--- src/design/mrit_pkg.sv ---
// Shared types, codes and sizes for the merged row index table.
package mrit_pkg;

    // Default sizes for the top-level parameters
    localparam int MAX_LISTS_DEF  = 8;
    localparam int MAX_ROWS_DEF   = 4096;
    localparam int INDEX_BITS_DEF = 24;

    // Fixed port field widths
    localparam int OPCODE_W = 1;
    localparam int VALUE_W  = 24;
    localparam int ROWIDX_W = 12;
    localparam int NTH_W    = 3;
    localparam int STATUS_W = 2;
    localparam int ROWCNT_W = 13;
    localparam int COUNT_W  = 4;
    localparam int MASK_W   = 8;
    localparam int SLOT_W   = 3;
    localparam int LC_W     = 4;

    localparam logic [LC_W-1:0] LIST_COUNT_RESET = 4'd1;

    // Operation codes
    localparam logic [OPCODE_W-1:0] OP_APPEND = 1'b0;
    localparam logic [OPCODE_W-1:0] OP_QUERY  = 1'b1;

    // Status codes
    localparam logic [STATUS_W-1:0] STAT_OK      = 2'd0;
    localparam logic [STATUS_W-1:0] STAT_BAD_ROW = 2'd1;
    localparam logic [STATUS_W-1:0] STAT_FULL    = 2'd2;

    // Sequencer states
    typedef enum logic [1:0] {
        ST_IDLE,
        ST_SCAN,
        ST_DRAIN,
        ST_EMIT
    } t_state;

    // Control from the sequencer to the row scanner
    typedef struct packed {
        logic              clear;
        logic              beat;
        logic [SLOT_W-1:0] slot;
        logic [NTH_W-1:0]  nth;
    } t_scan_ctl;

    // Summary of the scanned row
    typedef struct packed {
        logic [COUNT_W-1:0] count;
        logic [MASK_W-1:0]  mask;
        logic               found;
        logic [SLOT_W-1:0]  slot;
    } t_scan_res;

endpackage

--- src/design/mrit_scan.sv ---
// Row scanner: counts valid entries of a row and picks the nth valid one.
module mrit_scan #(
    parameter int INDEX_BITS = mrit_pkg::INDEX_BITS_DEF
) (
    input  logic                  i_clk,
    input  logic                  i_rst_n,
    input  mrit_pkg::t_scan_ctl   i_ctl,
    input  logic [INDEX_BITS:0]   i_entry,
    output mrit_pkg::t_scan_res   o_res,
    output logic [INDEX_BITS-1:0] o_index
);

    mrit_pkg::t_scan_res   r_res;
    mrit_pkg::t_scan_res   n_res;
    logic [INDEX_BITS-1:0] r_index;
    logic [INDEX_BITS-1:0] n_index;

    // Fold one read beat into the running summary
    always_comb begin
        n_res   = r_res;
        n_index = r_index;
        if (i_ctl.clear) begin
            n_res   = '0;
            n_index = '0;
        end else if (i_ctl.beat && i_entry[INDEX_BITS]) begin
            if (!r_res.found &&
                (r_res.count == mrit_pkg::COUNT_W'(i_ctl.nth))) begin
                n_res.found = 1'b1;
                n_res.slot  = i_ctl.slot;
                n_index     = i_entry[INDEX_BITS-1:0];
            end
            n_res.count = r_res.count + mrit_pkg::COUNT_W'(1);
            n_res.mask  = r_res.mask | (mrit_pkg::MASK_W'(1) << i_ctl.slot);
        end
    end

    // Hold the summary
    always_ff @(posedge i_clk) begin
        if (!i_rst_n) begin
            r_res   <= '0;
            r_index <= '0;
        end else begin
            r_res   <= n_res;
            r_index <= n_index;
        end
    end

    assign o_res   = r_res;
    assign o_index = r_index;

endmodule
--- config.mk ---
export PLATFORM = sky130hd
export DESIGN_NAME = mrit_scan
export DESIGN_NICKNAME = d
export VERILOG_FILES = /design/src/design/mrit_pkg.sv /design/src/design/mrit_scan.sv
export SDC_FILE = /design/constraint.sdc
export NUM_CORES = 1
export LEC_CHECK = 0
export BUFFER_PORTS_ARGS = -buffer_cell sky130_fd_sc_hd__buf_2
export CORE_UTILIZATION = 41
export DETAILED_ROUTE_END_ITERATION = 12
export PLACE_DENSITY = 0.72
export SYNTH_ARGS = -nofsm -noshare
export SYNTH_HDL_FRONTEND = slang
export SYNTH_SLANG_ARGS = --single-unit
--- constraint.sdc ---
create_clock -name i_clk -period 1.3 [get_ports i_clk]
set_clock_uncertainty 0.1 [all_clocks]
set_input_delay 0.26 -clock i_clk [delete_from_list [all_inputs] [get_ports i_clk]]
set_output_delay 0.26 -clock i_clk [all_outputs]
set_load 0.1 [all_outputs]
==> flow_metrics.env <==
export IMPL_status="finished, violations left"
export IMPL_violations="negative setup slack"
export IMPL_regArea_um2=819.5
export IMPL_worstPathRequired_ns=1.40
export IMPL_crit_type="flop to flop"
export IMPL_drcViolationCount=0
export IMPL_layout_commonest_cell="nand2_1"
export IMPL_syn_inst=174
export IMPL_syn_nets=210
export IMPL_ys_seq_area_frac=0.4973
export IMPL_antenna_found_initial=0
export IMPL_power_density_nw_per_um2=793.4
export IMPL_cts_htree_levels=2
export IMPL_start_kind="flop"
export IMPL_p_sw_mw=0.5685
export IMPL_firstDrtPassIters=4
export IMPL_grt_pass1_vias=1438
export IMPL_nFillCells=250
export IMPL_syn_area_per_cell_um2=9.255
export IMPL_nets=294
export IMPL_r2r_start="o_res[3]"
export IMPL_crit_path_end_kind="flop"
export IMPL_regToRegSetupSlack_ns=-0.31
export IMPL_p_comb_frac=0.124
export IMPL_multi_input_area_um2=763.2
export IMPL_yosysUniqueCellTypes=23
export IMPL_hold_start="i_entry[5]"
export IMPL_crit_arrival_ns=1.71
export IMPL_use_met2=0.3395
export IMPL_finalHoldViolCount=0
export IMPL_met1_usage=0.2046
export IMPL_fin_cells=306
export IMPL_clk_pin_slew_ns=0.07
export IMPL_p_seq_frac=0.541
export IMPL_r2r_end="o_index[17]"
export IMPL_fin_setup_tns_ns=-6.804
export IMPL_cts_tree="done"
export IMPL_fin_crit_sh=1.237
export IMPL_wl_per_cell_um=13.36
export IMPL_ys_ff_latch=40
export IMPL_cts_root_buf="clkbuf_8"
export IMPL_num_vias=1477
export IMPL_grt_pass1_wl_um=6134
export IMPL_die_w_um=64.67
export IMPL_p_leak_nw=1.121
export IMPL_rsz0062_at_grt="yes"
export IMPL_reg2reg_depth=5
export IMPL_overflow=0
export IMPL_cp_endpoint="o_index[17]"
export IMPL_final_cell_mix="56 x nand2_1, 42 x buf_12, 35 x dfxtp_1"
export IMPL_start_util=0.4333
export IMPL_worst_pin_slew_ns=0.4468
export IMPL_coreArea_um2=3716
export IMPL_final_layout_size_suffix_gt1_frac=0.3992
export IMPL_drt_iter0_drc=49
export IMPL_design_area_um2=2872
export IMPL_dp_cells=295
export IMPL_clkPwrFrac=0.335
export IMPL_clk_latency_ns=0.28
export IMPL_final_util=0.7727
export IMPL_syn_to_final_growth_pct=78.32
export IMPL_worst_slack_ns=-0.3080
export IMPL_yosysWarnings=0
export IMPL_cp_max_fo=7
export IMPL_design_die_area_um2=4182
export IMPL_drv_cap=0
export IMPL_slew_viol_final=0
export IMPL_wl_um=4087
export IMPL_antenna_cells=0
export IMPL_port_buffers=74
export IMPL_die_h_um=64.67
export IMPL_routed_via_density=4.827
export IMPL_max_slew_margin=0.7022
export IMPL_dp_slack_ns=-0.2433
export IMPL_intPower_mw=1.710
export IMPL_gr_max_usage_layer="met2"
export IMPL_crit_start="o_res[3]"
export IMPL_grt_max_degree=56
export IMPL_place_congestion=0.7459
export IMPL_ctsLongestPathBuffers=2
export IMPL_switching_share=0.2495
export IMPL_globalRouteMet3Util=0.06690
export IMPL_fmax_mhz=621.9
export IMPL_syn_cell_area_um2=1610
export IMPL_numCtsBuffers=5
export IMPL_setup_viol=28
export IMPL_clkSinkCount=40
export IMPL_rows=22
export IMPL_grt_total_usage=0.1896
export IMPL_ant_nets=0
export IMPL_hp_class="primary input to flop"
export IMPL_period_minus_slack_ns=1.608
export IMPL_place_area_um2=2690
export IMPL_dpl_hpwl_um=2856
export IMPL_io_pins=75
export IMPL_vdd_drop_max_v=0.0006230
-- worst min path at each step --
| stage | endpoint | slack (ns) | cells after the start |
|---|---|---|---|
| after floorplan | o_index[19] | 0.30 | 2 |
| after CTS | o_index[5] | 0.11 | 3 |
| after global placement | o_index[10] | 0.38 | 2 |
| final | o_index[5] | 0.11 | 3 |
| after detailed placement | o_index[15] | 0.39 | 2 |
| after global routing | o_index[20] | 0.11 | 3 |
-- worst max-delay path: stages (launching register included) --
cell       delay (ns)
dfxtp_4          0.34
nand4bb_4        0.23
nor4_4           0.30
buf_6            0.17
clkbuf_16        0.16
mux2i_1          0.21
-- routing by layer --
layer / share of wire / vias to the layer above
met2: 0.51 / 55
met5: 0 / -
met4: 0.0061 / 0
met1: 0.41 / 688
li1: - / 732
met3: 0.073 / 2
-- area by class of cell --
| class | instances | share of cell area |
|---|---|---|
| Clock buffer | 6 | 0.02527 |
| Clock inverter | 1 | 0.001743 |
| Multi-Input combinational cell | 124 | 0.2658 |
| Sequential cell | 40 | 0.2854 |
| Tap cell | 48 | 0.02092 |
| Timing Repair Buffer | 87 | 0.4009 |
-- power groups by stage --
stage | clock network (mW) | logic (mW) | registers (mW)
CTS | 0.779 | 0.270 | 1.23
global placement | 0 | 0.263 | 1.26
floorplan | 0 | 0.0866 | 1.32
detailed placement | 0 | 0.269 | 1.26
finish | 0.763 | 0.284 | 1.23
global route | 0.838 | 0.305 | 1.23
-- through the flow --
stage	total power, mW	hold slack [ns]
final	2.278	0.1112
after global routing	2.375	0.1142
after CTS	2.281	0.1077
after detailed placement	1.529	0.3873
after global placement	1.523	0.3783
after floorplan	1.402	0.3022
-- logic make-up (layout without fill, tap and decap cells) --
logic type | count (synthesis) | after routing | share of synthesized area
buf+inv | 10 | 94 | 0.04895
compound gates | 12 | 12 | 0.04040
xor+xnor | 5 | 5 | 0.02719
fa+ha+maj | 1 | 1 | 0.007769
flops | 40 | 40 | 0.4973
mux | 27 | 27 | 0.1678
simple gates | 79 | 79 | 0.2106
-- synthesized netlist by cell type (all sizes together) --
cell type	instances	share of area
a21oi	8	0.025
a31oi	2	0.0078
and3	1	0.0047
and3b	1	0.0062
buf	5	0.037
clkbuf	5	0.012
dfxtp	40	0.50
ha	1	0.0078
mux2i	27	0.17
nand2	56	0.13
nand2b	1	0.0039
nand3	3	0.0093
nand4bb	1	0.0070
nor2	11	0.026
nor2b	3	0.012
nor4	1	0.0078
o21a	1	0.0047
o21ai	1	0.0031
or3	1	0.0039
xor2	5	0.027
-- sequential cells by signal (all words and copies together) (netlist names) --
| name | flops |
|---|---|
| o_res | 16 |
| o_index | 24 |
-- what timing repair did --
action / 4_1_cts / 5_1_grt
setup buffers: 0 / 1
gates cloned: 0 / 3
gates resized for setup: 2 / 4
endpoints found under the hold margin: 0 / 0
endpoints found under the setup margin: 31 / 30
hold buffers: 0 / 0
pin swaps: 0 / 2
Note: power is estimated with default switching activity, not from simulation.
